===== src/sv/file_frame_receiver_assert.svh =====
// ----------------------------------------------------------------------------
// file_frame_receiver_assert.svh
// Assertion macros shared by the file frame receiver RTL.
// ----------------------------------------------------------------------------
`ifndef FILE_FRAME_RECEIVER_ASSERT_SVH
`define FILE_FRAME_RECEIVER_ASSERT_SVH

// Same-cycle implication, disabled while reset is asserted.
`define FFR_ASSERT_IMP(label, clk, rst_n, ante, cons, msg) \
  label: assert property (@(posedge clk) disable iff (!rst_n) (ante) |-> (cons)) \
    else $error(msg);

// Next-cycle implication, disabled while reset is asserted.
`define FFR_ASSERT_NXT(label, clk, rst_n, ante, cons, msg) \
  label: assert property (@(posedge clk) disable iff (!rst_n) (ante) |=> (cons)) \
    else $error(msg);

`endif


===== src/sv/ffr_pkg.sv =====
// ----------------------------------------------------------------------------
// ffr_pkg
// Types, constants and helpers for the file frame receiver.
// ----------------------------------------------------------------------------
package ffr_pkg;

  localparam int NAME_BYTES = 20;
  localparam int NAME_OFS   = 4;
  localparam int TERM_OFS   = NAME_OFS + NAME_BYTES;
  localparam int HDR_BYTES  = NAME_BYTES + 8;
  localparam int ACK_BYTES  = HDR_BYTES + 4;

  localparam int HDR_IDX_W  = $clog2(HDR_BYTES);
  localparam int ACK_IDX_W  = $clog2(ACK_BYTES);
  localparam int NAME_IDX_W = 5;

  localparam logic [31:0] MAGIC_IN  = 32'h5345_4e44;
  localparam logic [31:0] MAGIC_ACK = 32'h7263_7664;
  localparam logic [7:0]  SEPARATOR = 8'h5c;

  typedef enum logic [1:0] {
    PH_HUNT,
    PH_HEADER,
    PH_DATA
  } phase_t;

  typedef enum logic [2:0] {
    EV_CONSUMED  = 3'd0,
    EV_HEADER_OK = 3'd1,
    EV_DATA      = 3'd2,
    EV_ACK       = 3'd3,
    EV_LINK_ERR  = 3'd4,
    EV_BAD_NAME  = 3'd5
  } event_kind_t;

  // Byte idx of a big-endian 32-bit magic word.
  function automatic logic [7:0] magic_byte(logic [31:0] word, logic [1:0] idx);
    logic [7:0] b;
    unique case (idx)
      2'd0: b = word[31:24];
      2'd1: b = word[23:16];
      2'd2: b = word[15:8];
      default: b = word[7:0];
    endcase
    return b;
  endfunction

endpackage


===== src/sv/file_frame_receiver.sv =====
// ----------------------------------------------------------------------------
// file_frame_receiver
// Framed file receiver: magic hunt, header capture, data pass-through and
// acknowledgement generation.
// ----------------------------------------------------------------------------
// The block takes one received byte per cycle while the result side does not
// stall and answers each request with one result in the next cycle, so a byte
// stream flows at full clock rate. The exception is the end of a frame: when a
// header with a zero (or negative) size is accepted, or when the last data byte
// passes, the 32-byte acknowledgement ("rcvd" plus the stored 28-byte header)
// follows that result, one byte per cycle while the result side does not stall,
// from the acknowledgement sequencer reading the header register file, and the
// input is stalled until it is done. The output register decouples the sides: a
// new request is accepted in the same cycle the previous result is taken.
module file_frame_receiver (
  input  logic        clk,
  input  logic        rst_n,
  input  logic        in_valid,
  output logic        in_stall,
  input  logic [7:0]  in_rx_byte,
  input  logic        in_link_error,
  output logic        out_valid,
  input  logic        out_stall,
  output logic [2:0]  out_event_kind,
  output logic [7:0]  out_out_byte,
  output logic [31:0] out_file_size,
  output logic [4:0]  out_name_start,
  output logic [4:0]  out_name_length,
  output logic        out_run_last
);
  import ffr_pkg::*;
  `include "file_frame_receiver_assert.svh"

  localparam logic [HDR_IDX_W-1:0] HDR_LAST  = HDR_IDX_W'(HDR_BYTES - 1);
  localparam logic [HDR_IDX_W-1:0] NAME_LO   = HDR_IDX_W'(NAME_OFS);
  localparam logic [HDR_IDX_W-1:0] TERM_IDX  = HDR_IDX_W'(TERM_OFS);
  localparam logic [ACK_IDX_W-1:0] ACK_LAST  = ACK_IDX_W'(ACK_BYTES - 1);
  localparam logic [ACK_IDX_W-1:0] ACK_HDR0  = ACK_IDX_W'(4);

  // Control state.
  phase_t                 phase_r, phase_nxt;
  logic [1:0]             magic_idx_r, magic_idx_nxt;
  logic [HDR_IDX_W-1:0]   hdr_cnt_r, hdr_cnt_nxt;
  logic [30:0]            bytes_left_r, bytes_left_nxt;
  logic [NAME_IDX_W-1:0]  sep_pos_r, sep_pos_nxt;
  logic                   sep_vld_r, sep_vld_nxt;
  logic [NAME_IDX_W-1:0]  zero_pos_r, zero_pos_nxt;
  logic                   zero_vld_r, zero_vld_nxt;
  logic                   ack_busy_r, ack_busy_nxt;
  logic [ACK_IDX_W-1:0]   ack_idx_r, ack_idx_nxt;
  logic                   out_valid_r, out_valid_nxt;

  // Result register (payload, no reset).
  logic [2:0]             kind_r, kind_nxt;
  logic [7:0]             byte_r, byte_nxt;
  logic [31:0]            size_r, size_nxt;
  logic [4:0]             start_r, start_nxt;
  logic [4:0]             len_r, len_nxt;
  logic                   last_r, last_nxt;

  // Header register file.
  logic [7:0]             hdr_mem [HDR_BYTES];
  logic                   hdr_we;
  logic [7:0]             hdr_wdata;

  logic                   out_free;
  logic                   accept;
  logic                   ack_load;
  logic [7:0]             ack_byte;
  logic [HDR_IDX_W-1:0]   ack_rd_idx;
  logic [31:0]            hdr_size;
  logic [NAME_IDX_W-1:0]  name_idx;
  logic [NAME_IDX_W-1:0]  name_end;
  logic [NAME_IDX_W-1:0]  name_start;
  logic [NAME_IDX_W-1:0]  name_len;
  logic [7:0]             want_byte;

  // The output register can load when it is empty or being emptied.
  assign out_free = !out_valid_r || !out_stall;
  // Input waits while the acknowledgement is streaming or the result is held.
  assign in_stall = ack_busy_r || !out_free;
  assign accept   = in_valid && !in_stall;
  assign ack_load = ack_busy_r && out_free;

  // Acknowledgement byte: magic first, then the stored header.
  assign ack_rd_idx = HDR_IDX_W'(ack_idx_r - ACK_HDR0);
  always_comb begin
    if (ack_idx_r < ACK_HDR0) begin
      ack_byte = magic_byte(MAGIC_ACK, ack_idx_r[1:0]);
    end else begin
      ack_byte = hdr_mem[ack_rd_idx];
    end
  end

  // Header decode from the stored bytes; meaningful once the header is full.
  assign hdr_size   = {hdr_mem[0], hdr_mem[1], hdr_mem[2], hdr_mem[3]};
  assign name_idx   = NAME_IDX_W'(hdr_cnt_r - NAME_LO);
  assign name_end   = zero_vld_r ? zero_pos_r : NAME_IDX_W'(NAME_BYTES);
  assign name_start = sep_vld_r ? NAME_IDX_W'(sep_pos_r + 1'b1) : '0;
  assign name_len   = (name_end > name_start) ? NAME_IDX_W'(name_end - name_start) : '0;
  assign want_byte  = magic_byte(MAGIC_IN, magic_idx_r);

  always_comb begin
    phase_nxt      = phase_r;
    magic_idx_nxt  = magic_idx_r;
    hdr_cnt_nxt    = hdr_cnt_r;
    bytes_left_nxt = bytes_left_r;
    sep_pos_nxt    = sep_pos_r;
    sep_vld_nxt    = sep_vld_r;
    zero_pos_nxt   = zero_pos_r;
    zero_vld_nxt   = zero_vld_r;
    ack_busy_nxt   = ack_busy_r;
    ack_idx_nxt    = ack_idx_r;
    out_valid_nxt  = out_valid_r;
    kind_nxt       = kind_r;
    byte_nxt       = byte_r;
    size_nxt       = size_r;
    start_nxt      = start_r;
    len_nxt        = len_r;
    last_nxt       = last_r;
    hdr_we         = 1'b0;
    hdr_wdata      = in_rx_byte;

    if (out_free) begin
      out_valid_nxt = 1'b0;
    end

    if (ack_load) begin
      out_valid_nxt = 1'b1;
      kind_nxt      = EV_ACK;
      byte_nxt      = ack_byte;
      size_nxt      = '0;
      start_nxt     = '0;
      len_nxt       = '0;
      last_nxt      = (ack_idx_r == ACK_LAST);
      ack_idx_nxt   = ACK_IDX_W'(ack_idx_r + 1'b1);
      if (ack_idx_r == ACK_LAST) begin
        ack_busy_nxt = 1'b0;
      end
    end else if (accept) begin
      out_valid_nxt = 1'b1;
      kind_nxt      = EV_CONSUMED;
      byte_nxt      = '0;
      size_nxt      = '0;
      start_nxt     = '0;
      len_nxt       = '0;
      last_nxt      = 1'b1;

      if (in_link_error) begin
        kind_nxt      = EV_LINK_ERR;
        phase_nxt     = PH_HUNT;
        magic_idx_nxt = '0;
      end else begin
        unique case (phase_r)
          PH_HEADER: begin
            hdr_we = 1'b1;
            // The terminator is stored as zero whatever arrived.
            if (hdr_cnt_r == TERM_IDX) begin
              hdr_wdata = '0;
            end
            if (hdr_cnt_r >= NAME_LO && hdr_cnt_r < TERM_IDX && !zero_vld_r) begin
              if (in_rx_byte == 8'h00) begin
                zero_pos_nxt = name_idx;
                zero_vld_nxt = 1'b1;
              end else if (in_rx_byte == SEPARATOR) begin
                sep_pos_nxt = name_idx;
                sep_vld_nxt = 1'b1;
              end
            end
            hdr_cnt_nxt = HDR_IDX_W'(hdr_cnt_r + 1'b1);
            if (hdr_cnt_r == HDR_LAST) begin
              if (name_len == '0) begin
                kind_nxt      = EV_BAD_NAME;
                phase_nxt     = PH_HUNT;
                magic_idx_nxt = '0;
              end else begin
                kind_nxt       = EV_HEADER_OK;
                size_nxt       = hdr_size;
                start_nxt      = name_start;
                len_nxt        = name_len;
                bytes_left_nxt = hdr_size[31] ? '0 : hdr_size[30:0];
                if (hdr_size[31] || hdr_size[30:0] == '0) begin
                  last_nxt      = 1'b0;
                  ack_busy_nxt  = 1'b1;
                  ack_idx_nxt   = '0;
                  phase_nxt     = PH_HUNT;
                  magic_idx_nxt = '0;
                end else begin
                  phase_nxt = PH_DATA;
                end
              end
            end
          end
          PH_DATA: begin
            kind_nxt       = EV_DATA;
            byte_nxt       = in_rx_byte;
            bytes_left_nxt = bytes_left_r - 1'b1;
            if (bytes_left_r == 31'd1) begin
              last_nxt      = 1'b0;
              ack_busy_nxt  = 1'b1;
              ack_idx_nxt   = '0;
              phase_nxt     = PH_HUNT;
              magic_idx_nxt = '0;
            end
          end
          default: begin
            phase_nxt = PH_HUNT;
            if (in_rx_byte == want_byte) begin
              if (magic_idx_r == 2'd3) begin
                phase_nxt     = PH_HEADER;
                magic_idx_nxt = '0;
                hdr_cnt_nxt   = '0;
                sep_pos_nxt   = '0;
                sep_vld_nxt   = 1'b0;
                zero_pos_nxt  = '0;
                zero_vld_nxt  = 1'b0;
              end else begin
                magic_idx_nxt = magic_idx_r + 1'b1;
              end
            end else begin
              // A stray "S" may itself begin the magic.
              magic_idx_nxt = (in_rx_byte == MAGIC_IN[31:24]) ? 2'd1 : 2'd0;
            end
          end
        endcase
      end
    end
  end

  always_ff @(posedge clk) begin
    if (!rst_n) begin
      phase_r      <= PH_HUNT;
      magic_idx_r  <= '0;
      hdr_cnt_r    <= '0;
      bytes_left_r <= '0;
      sep_pos_r    <= '0;
      sep_vld_r    <= 1'b0;
      zero_pos_r   <= '0;
      zero_vld_r   <= 1'b0;
      ack_busy_r   <= 1'b0;
      ack_idx_r    <= '0;
      out_valid_r  <= 1'b0;
    end else begin
      phase_r      <= phase_nxt;
      magic_idx_r  <= magic_idx_nxt;
      hdr_cnt_r    <= hdr_cnt_nxt;
      bytes_left_r <= bytes_left_nxt;
      sep_pos_r    <= sep_pos_nxt;
      sep_vld_r    <= sep_vld_nxt;
      zero_pos_r   <= zero_pos_nxt;
      zero_vld_r   <= zero_vld_nxt;
      ack_busy_r   <= ack_busy_nxt;
      ack_idx_r    <= ack_idx_nxt;
      out_valid_r  <= out_valid_nxt;
    end
  end

  always_ff @(posedge clk) begin
    kind_r  <= kind_nxt;
    byte_r  <= byte_nxt;
    size_r  <= size_nxt;
    start_r <= start_nxt;
    len_r   <= len_nxt;
    last_r  <= last_nxt;
  end

  always_ff @(posedge clk) begin
    if (hdr_we) begin
      hdr_mem[hdr_cnt_r] <= hdr_wdata;
    end
  end

  assign out_valid       = out_valid_r;
  assign out_event_kind  = kind_r;
  assign out_out_byte    = byte_r;
  assign out_file_size   = size_r;
  assign out_name_start  = start_r;
  assign out_name_length = len_r;
  assign out_run_last    = last_r;

  // No request may enter while the acknowledgement is streaming.
  `FFR_ASSERT_IMP(a_ack_blocks_input, clk, rst_n, ack_busy_r, in_stall, "request accepted during ack")
  // The final acknowledgement byte closes the run.
  `FFR_ASSERT_NXT(a_ack_end_last, clk, rst_n, ack_load && ack_idx_r == ACK_LAST, out_run_last && ~ack_busy_r, "ack end not marked last")
  // Data phase always has bytes outstanding.
  `FFR_ASSERT_IMP(a_data_nonzero, clk, rst_n, phase_r == PH_DATA, bytes_left_r != '0, "data phase with no bytes left")
  // Header capture never runs past the header length.
  `FFR_ASSERT_IMP(a_hdr_bound, clk, rst_n, phase_r == PH_HEADER, hdr_cnt_r <= HDR_LAST, "header count overrun")

endmodule


===== config.mk =====
export PLATFORM = sky130hd
export DESIGN_NAME = file_frame_receiver
export DESIGN_NICKNAME = d
export VERILOG_FILES = /design/src/sv/ffr_pkg.sv /design/src/sv/file_frame_receiver.sv
export VERILOG_INCLUDE_DIRS = /design/src /design/src/sv
export SDC_FILE = /design/constraint.sdc
export NUM_CORES = 1
export LEC_CHECK = 0
export BUFFER_PORTS_ARGS = -buffer_cell sky130_fd_sc_hd__buf_4
export CAP_MARGIN = 20
export CORE_MARGIN = 5
export CORE_UTILIZATION = 55
export CTS_CLUSTER_SIZE = 28
export DETAILED_ROUTE_END_ITERATION = 10
export PLACE_DENSITY = 0.73
export SLEW_MARGIN = 20
export SYNTH_ARGS = -nofsm -noshare
export SYNTH_HDL_FRONTEND = slang
export SYNTH_SLANG_ARGS = --single-unit

===== constraint.sdc =====
create_clock -name clk -period 4.4 [get_ports clk]
set_input_delay 0.66 -clock clk [delete_from_list [all_inputs] [get_ports clk]]
set_output_delay 0.66 -clock clk [all_outputs]
set_load 0.05 [all_outputs]

# Word level (Yosys, flattened, before mapping)
# Memories as Yosys holds them, arrays and structs flattened.
# Index checks and enable logic that the tools add are counted.
[totals]
in_bits = 13
output_inout_bits = 56
regBits = 113
mem_bits_rw = 224
memories = 1
word_cells = 197
[memory_table]
columns = ["memory", "words", "width", "read_ports", "rd_clocked_by_memory_dff", "wr", "line", "rtl"]
rows = [
  ["hdr_mem", 28, 8, 5, 0, 1, "file_frame_receiver.sv:62", "logic [7:0] hdr_mem [HDR_BYTES];"],
]
[classes]
reduce_logical = 31
add_sub_neg = 8
n_bitwise = 3
mux = 104
n_eq_ne = 29
magnitude_cmp = 4
[op_table]
columns = ["cell", "count"]
rows = [
  ["$mux 32", 4],
  ["$mux 5", 25],
  ["$mux 31", 3],
  ["$mux 8", 10],
  ["$pmux 31 s2", 1],
  ["$pmux 5 s2", 4],
  ["$mux 1", 34],
  ["$eq 31x1->1 const B", 1],
  ["$logic_not 31->1", 1],
  ["$sub 31x1->31 const B", 1],
  ["$pmux 5 s3", 2],
  ["$mux 2", 11],
  ["$ne 3x3->1 const B", 6],
  ["$eq 8x7->1 const B", 2],
  ["$reduce_and 8->1", 2],
  ["$add 5x1->5 const B", 3],
  ["$eq 5x5->1 const B", 3],
  ["$ne 2x2->1 const B", 6],
  ["$reduce_and 6->1", 2],
  ["$sub 5x3->5 const B", 2],
  ["$mux 3", 3],
  ["$reduce_and 9->1", 1],
  ["$eq 2x2->1 const B", 4],
  ["$eq 8x8->1", 1],
  ["24 further kinds", 47],
]

# Longest topological paths before layout
[logic_depth]
ltp_word = 11
depth_mapped = 13
mapped_depth_nobuf = 11

# Least setup slack after synthesis
# No wires, ideal clock.
[synth_timing]
kind = "register to register"
from = "register ack_idx_r[2]"
to = "register byte_r[4] (netlist: out_out_byte[4]), data pin"
path_stages_with_launch = 10
arrival_time_ns = 2.788
setup_slack_ns = 1.352
setup_time_ns = 0.261
path_cell_list = "dfxtp_1 buf_1 inv_1 buf_1 ha_1 xor2_1 mux4_2 nand2_1 o21ai_0 a221o_1"
[synth_via]
elab_chain_cells = 4
[synth_lines]
columns = ["item", "line", "rtl"]
rows = [
  ["start: declaration", "file_frame_receiver.sv:50", "logic [ACK_IDX_W-1:0] ack_idx_r, ack_idx_nxt;"],
  ["start signal: assignment", "file_frame_receiver.sv:253", "ack_idx_r <= ack_idx_nxt;"],
  ["$sub 5x3->5", "file_frame_receiver.sv:86", "assign ack_rd_idx = HDR_IDX_W'(ack_idx_r - ACK_HDR0);"],
  ["$mem_v2 28x8", "--", ""],
  ["$mux 8 *", "file_frame_receiver.sv:88", "if (ack_idx_r < ACK_HDR0) begin"],
  ["$mux 8 *", "file_frame_receiver.sv:128", "if (ack_load) begin"],
  ["named net byte_nxt[4]", "file_frame_receiver.sv:55", "logic [7:0] byte_r, byte_nxt;"],
  ["end signal: assignment", "file_frame_receiver.sv:260", "byte_r <= byte_nxt;"],
  ["end: declaration", "file_frame_receiver.sv:55", ""],
]
# Mark *: on every way through the listed nets, which the timed path passes. The rest lies on a longest branch.
# A chain may end at the register's enable or synchronous reset.

# Final worst setup path
[layout_timing]
from = "register sep_pos_r[0]"
to = "register bytes_left_r[8]"
[layout_via]
elab_chain_cells = 7
[layout_lines]
columns = ["item", "line", "rtl"]
rows = [
  ["start: declaration", "file_frame_receiver.sv:45", "logic [NAME_IDX_W-1:0] sep_pos_r, sep_pos_nxt;"],
  ["start signal: assignment", "file_frame_receiver.sv:248", "sep_pos_r <= sep_pos_nxt;"],
  ["$add 5x1->5 *", "file_frame_receiver.sv:99", "assign name_start = sep_vld_r ? NAME_IDX_W'(sep_pos_r + 1'b1) : '0;"],
  ["$mux 5 *", "file_frame_receiver.sv:99", ""],
  ["$sub 5x5->5 / $gt 5x5->1 (equally long branches)", "file_frame_receiver.sv:100", "assign name_len = (name_end > name_start) ? NAME_IDX_W'(name_end - name_start) : '0;"],
  ["$mux 5 *", "file_frame_receiver.sv:100", ""],
  ["$logic_not 5->1 *", "file_frame_receiver.sv:172", "if (name_len == '0) begin"],
  ["$ne 2x2->1 (no line) *", "--", ""],
  ["$reduce_and 6->1 (no line) *", "--", ""],
  ["end signal: assignment", "file_frame_receiver.sv:247", "bytes_left_r <= bytes_left_nxt;"],
  ["end: declaration", "file_frame_receiver.sv:44", "logic [30:0] bytes_left_r, bytes_left_nxt;"],
]
# Every way passes the cells marked *; elsewhere a longest branch is shown, timed or not.

==> key figures <==
Synthesis
  – Top FF cell, synth: edfxtp_1
  – Flops & latches, synth: 337
  – Post-synth EDFFs: 233
  – Avg Inst Size Synth: 13.5 um^2
  – Synthesized instance count: 1100
  – Sequential cell area fraction in the yosys report: 61.3%
  – Post-Syn Area: 0.0148 mm^2
  – Distinct cells, synth: 69
  – Number of synthesis warnings: 0
  – Area contributors post-synth: edfxtp_1 47%, dfxtp_1 14%, mux4_2 9.6%
  – Syn Nets: 1146
  – Synth async-reset ratio: 0%
  – Dominant cell type by area after synthesis: edfxtp_1
  – Area share of the largest cell type after synthesis: 47.3%

Detailed routing
  – DR pass1 iterations: 5
  – DR iter-0 viols: 1294
  – Post-DR wirelength/cell: 24.6 um
  – Via count: 10039
  – Antenna-violating nets left: 0
  – Post-Route WL: 38000 um
  – Drc violations: 0
  – Vias per inst: 6.51

Power
  – Clock network power share: 44.9%
  – Tot Pwr: 6.38 mW
  – Int Pwr: 5.03 mW
  – Combinational Power Share: 2.0%
  – Sequential share of power: 53.1%
  – Peak VDD IR: 0.000319 V
  – Switch Pwr: 1.35 mW
  – Switching Share: 21.2%
  – Pwr Density: 378 mW/mm^2
  – P_leak: 5.86 nW

Global route
  – GRT Total Usage: 24.6%
  – First-pass GRT wire length: 58200 um
  – Gr ovfl total: 0
  – Antenna violations before repair: 0
  – Vias in the first global route: 9772
  – Largest net degree at the start of global routing: 44

Setup path
  – CP Data Required Time: 4820 ps
  – R2R setup slack: 760 ps
  – Crit path launch type: register
  – CP Data Arrival Time: 4050 ps
  – Setup crit end kind: register
  – Setup CP Type: register to register
  – Crit path top cell by count: ha_1
  – Slowest stage delay, CP: 610 ps
  – Crit-path cells: ha_1 -> nand3_1 -> xnor2_1 -> nand2_1 -> ha_1 -> and3_1 -> o21ai_0 -> a211oi_1 -> o31a_1 -> nor2_1 -> buf_4 -> o32ai_1
  – Slowest cell on crit path: a211oi_1
  – Crit Path Max Fanout: 13

Clock tree
  – Max H-tree Level: 2
  – Clock Tree Buf Depth: 3
  – CTS root buffer: clkbuf_16
  – Post CTS Setup Buffer Count: 0
  – CTS Hold Bufs: 0
  – Worst skew pair latency: 530 ps
  – PostCTS Resize Cnt: 0
  – Worst-path clk slew: 60 ps
  – Sink Count: 337
  – CTS tree: built
  – Cts bufs inserted: 36

Final layout
  – Nets: 1219
  – Cell Count, Final, Fillers Out: 1541
  – Commonest cells after routing, fill and taps aside: 233 x edfxtp_1, 102 x dfxtp_1, 92 x buf_4, 87 x nand2_1, 78 x nor2_1
  – Share of cells above drive strength 1: 19.9%
  – Fillers: 1968
  – Ant diodes: 0
  – Final design utilization: 63.1%
  – Commonest non-fill, non-tap cell in the layout: edfxtp_1
  – Area delta synth->final: 13.9%

STA
  – Final period util: 82.6%
  – Slew HR: 24.8%
  – Fmax: 275 MHz
  – RSZ-0062 raised after global routing: no
  – Setup TNS: 0 ps
  – WHS: 405 ps
  – Worst slew pin tran: 1130 ps
  – Hold Vio Cnt, Final: 0
  – Worst Clk Skew: 15.7 ps
  – Final Max Tran Viols: 0
  – Final Critical Period: 3640 ps
  – Setup-failing EPs final: 0

Floorplanning
  – Initial Util: 55.4%
  – Die height: 174 um
  – Std cell rows: 60
  – Core ar.: 0.0267 mm^2
  – Die area: 0.0303 mm^2
  – Die Wd: 174 um
  – IO Count: 69

Placement
  – Placed cells: 1476
  – Detailed placement HPWL: 25400 um
  – Port Buffer Count: 68
  – GPL Wtd Cong: 0.915

Run
  – Number of max-cap violations: 0

Worst hold path
  – HP Class: primary input to register

Outcome
  – Status: finished, final reports clean
[metrics by stage]
stage,cell area [um^2],setup slack [ps]
CTS,16800,784
floorplan,14800,1350
detailed placement,15700,676
finish,16900,764
global route,16900,439
global placement,15700,875
[synthesized netlist by cell type (all sizes together) (4+ instances only)]
| master | instances |
|---|---|
| xor2 | 11 |
| o31ai | 13 |
| nor2 | 80 |
| a22o | 51 |
| inv | 32 |
| a32oi | 8 |
| a22oi | 19 |
| a21oi | 50 |
| nand2 | 87 |
| buf | 23 |
| nand2b | 6 |
| a31oi | 10 |
| nand4 | 11 |
| a211oi | 5 |
| nor3 | 29 |
| ha | 32 |
| edfxtp | 233 |
| clkbuf | 35 |
| o21ai | 22 |
| dfxtp | 104 |
| mux4 | 63 |
| and2 | 6 |
| nor2b | 13 |
| nor4 | 22 |
| o22ai | 5 |
| a2bb2oi | 6 |
| nand3b | 4 |
| or3 | 6 |
| and3 | 13 |
| nand3 | 25 |
| xnor2 | 14 |
| or4 | 5 |
| o32ai | 17 |
[flip-flops by register name, indices dropped and copies added, names as in the netlist]
signal	count
magic_idx_r	2
out_event_kind	3
ack_busy_r	1
zero_pos_r	5
zero_vld_r	1
out_file_size	32
phase_r	2
sep_vld_r	1
hdr_cnt_r	5
out_valid	1
out_run_last	1
out_name_start	5
out_out_byte	8
sep_pos_r	5
ack_idx_r	5
hdr_mem	224
out_name_length	5
bytes_left_r	31
[power groups by stage]
stage,registers (mW),clock network [mW],logic [mW]
after CTS,3.39,2.90,0.124
after global routing,3.39,3.04,0.134
after global placement,3.46,0,0.120
after floorplan,3.47,0,0.0541
after detailed placement,3.46,0,0.124
final,3.39,2.86,0.126
[worst paths after layout]
check                                         from                 end  depth (start not counted)
worst max-delay path                  sep_pos_r[0]     bytes_left_r[8]                         12
worst min-delay path                      in_valid           out_valid                          3
worst max register to register        sep_pos_r[0]     bytes_left_r[8]                         12
worst min register to register  out_name_length[1]  out_name_length[1]                          2
[area by class of cell]
class / count / area [um^2] / share of cell area [%]
Clock buffer: 44 / 951 / 5.64
Clock inverter: 21 / 156 / 0.928
Inverter: 33 / 124 / 0.735
Multi-Input combinational cell: 672 / 5410 / 32.1
Sequential cell: 337 / 9080 / 53.9
Tap cell: 341 / 427 / 2.53
Timing Repair Buffer: 93 / 711 / 4.21
[metal layers]
layer | GRT usage (%) | share of wire [%] | vias up
met3 | 4.05 | 8.0 | 85
met4 | 6.63 | 2.8 | 0
li1 | - | - | 4450
met1 | 34.5 | 41 | 5017
met2 | 40.6 | 48 | 487
met5 | 0 | 0 | -
[worst max-delay path, delay by kind of cell (launching register included)]
kind	cells	cell delay (ps)
AOI/OAI and AO/OA	4	1530
and+or+nand+nor	4	670
DFF	1	380
buffers and inverters	1	270
xor gates and xnor gates	1	140
adders and majority gates	2	530
[cells by family after synthesis]
| group | count (synthesis) | synth area share (%) |
|---|---|---|
| xor gates and xnor gates | 25 | 1.48 |
| DFF | 337 | 61.3 |
| and+or+nand+nor | 317 | 10.5 |
| muxes | 66 | 9.79 |
| adders and majority gates | 33 | 2.84 |
| AOI/OAI and AO/OA | 231 | 11.5 |
| buffers and inverters | 91 | 2.49 |
(Power assumes the default switching activity.)
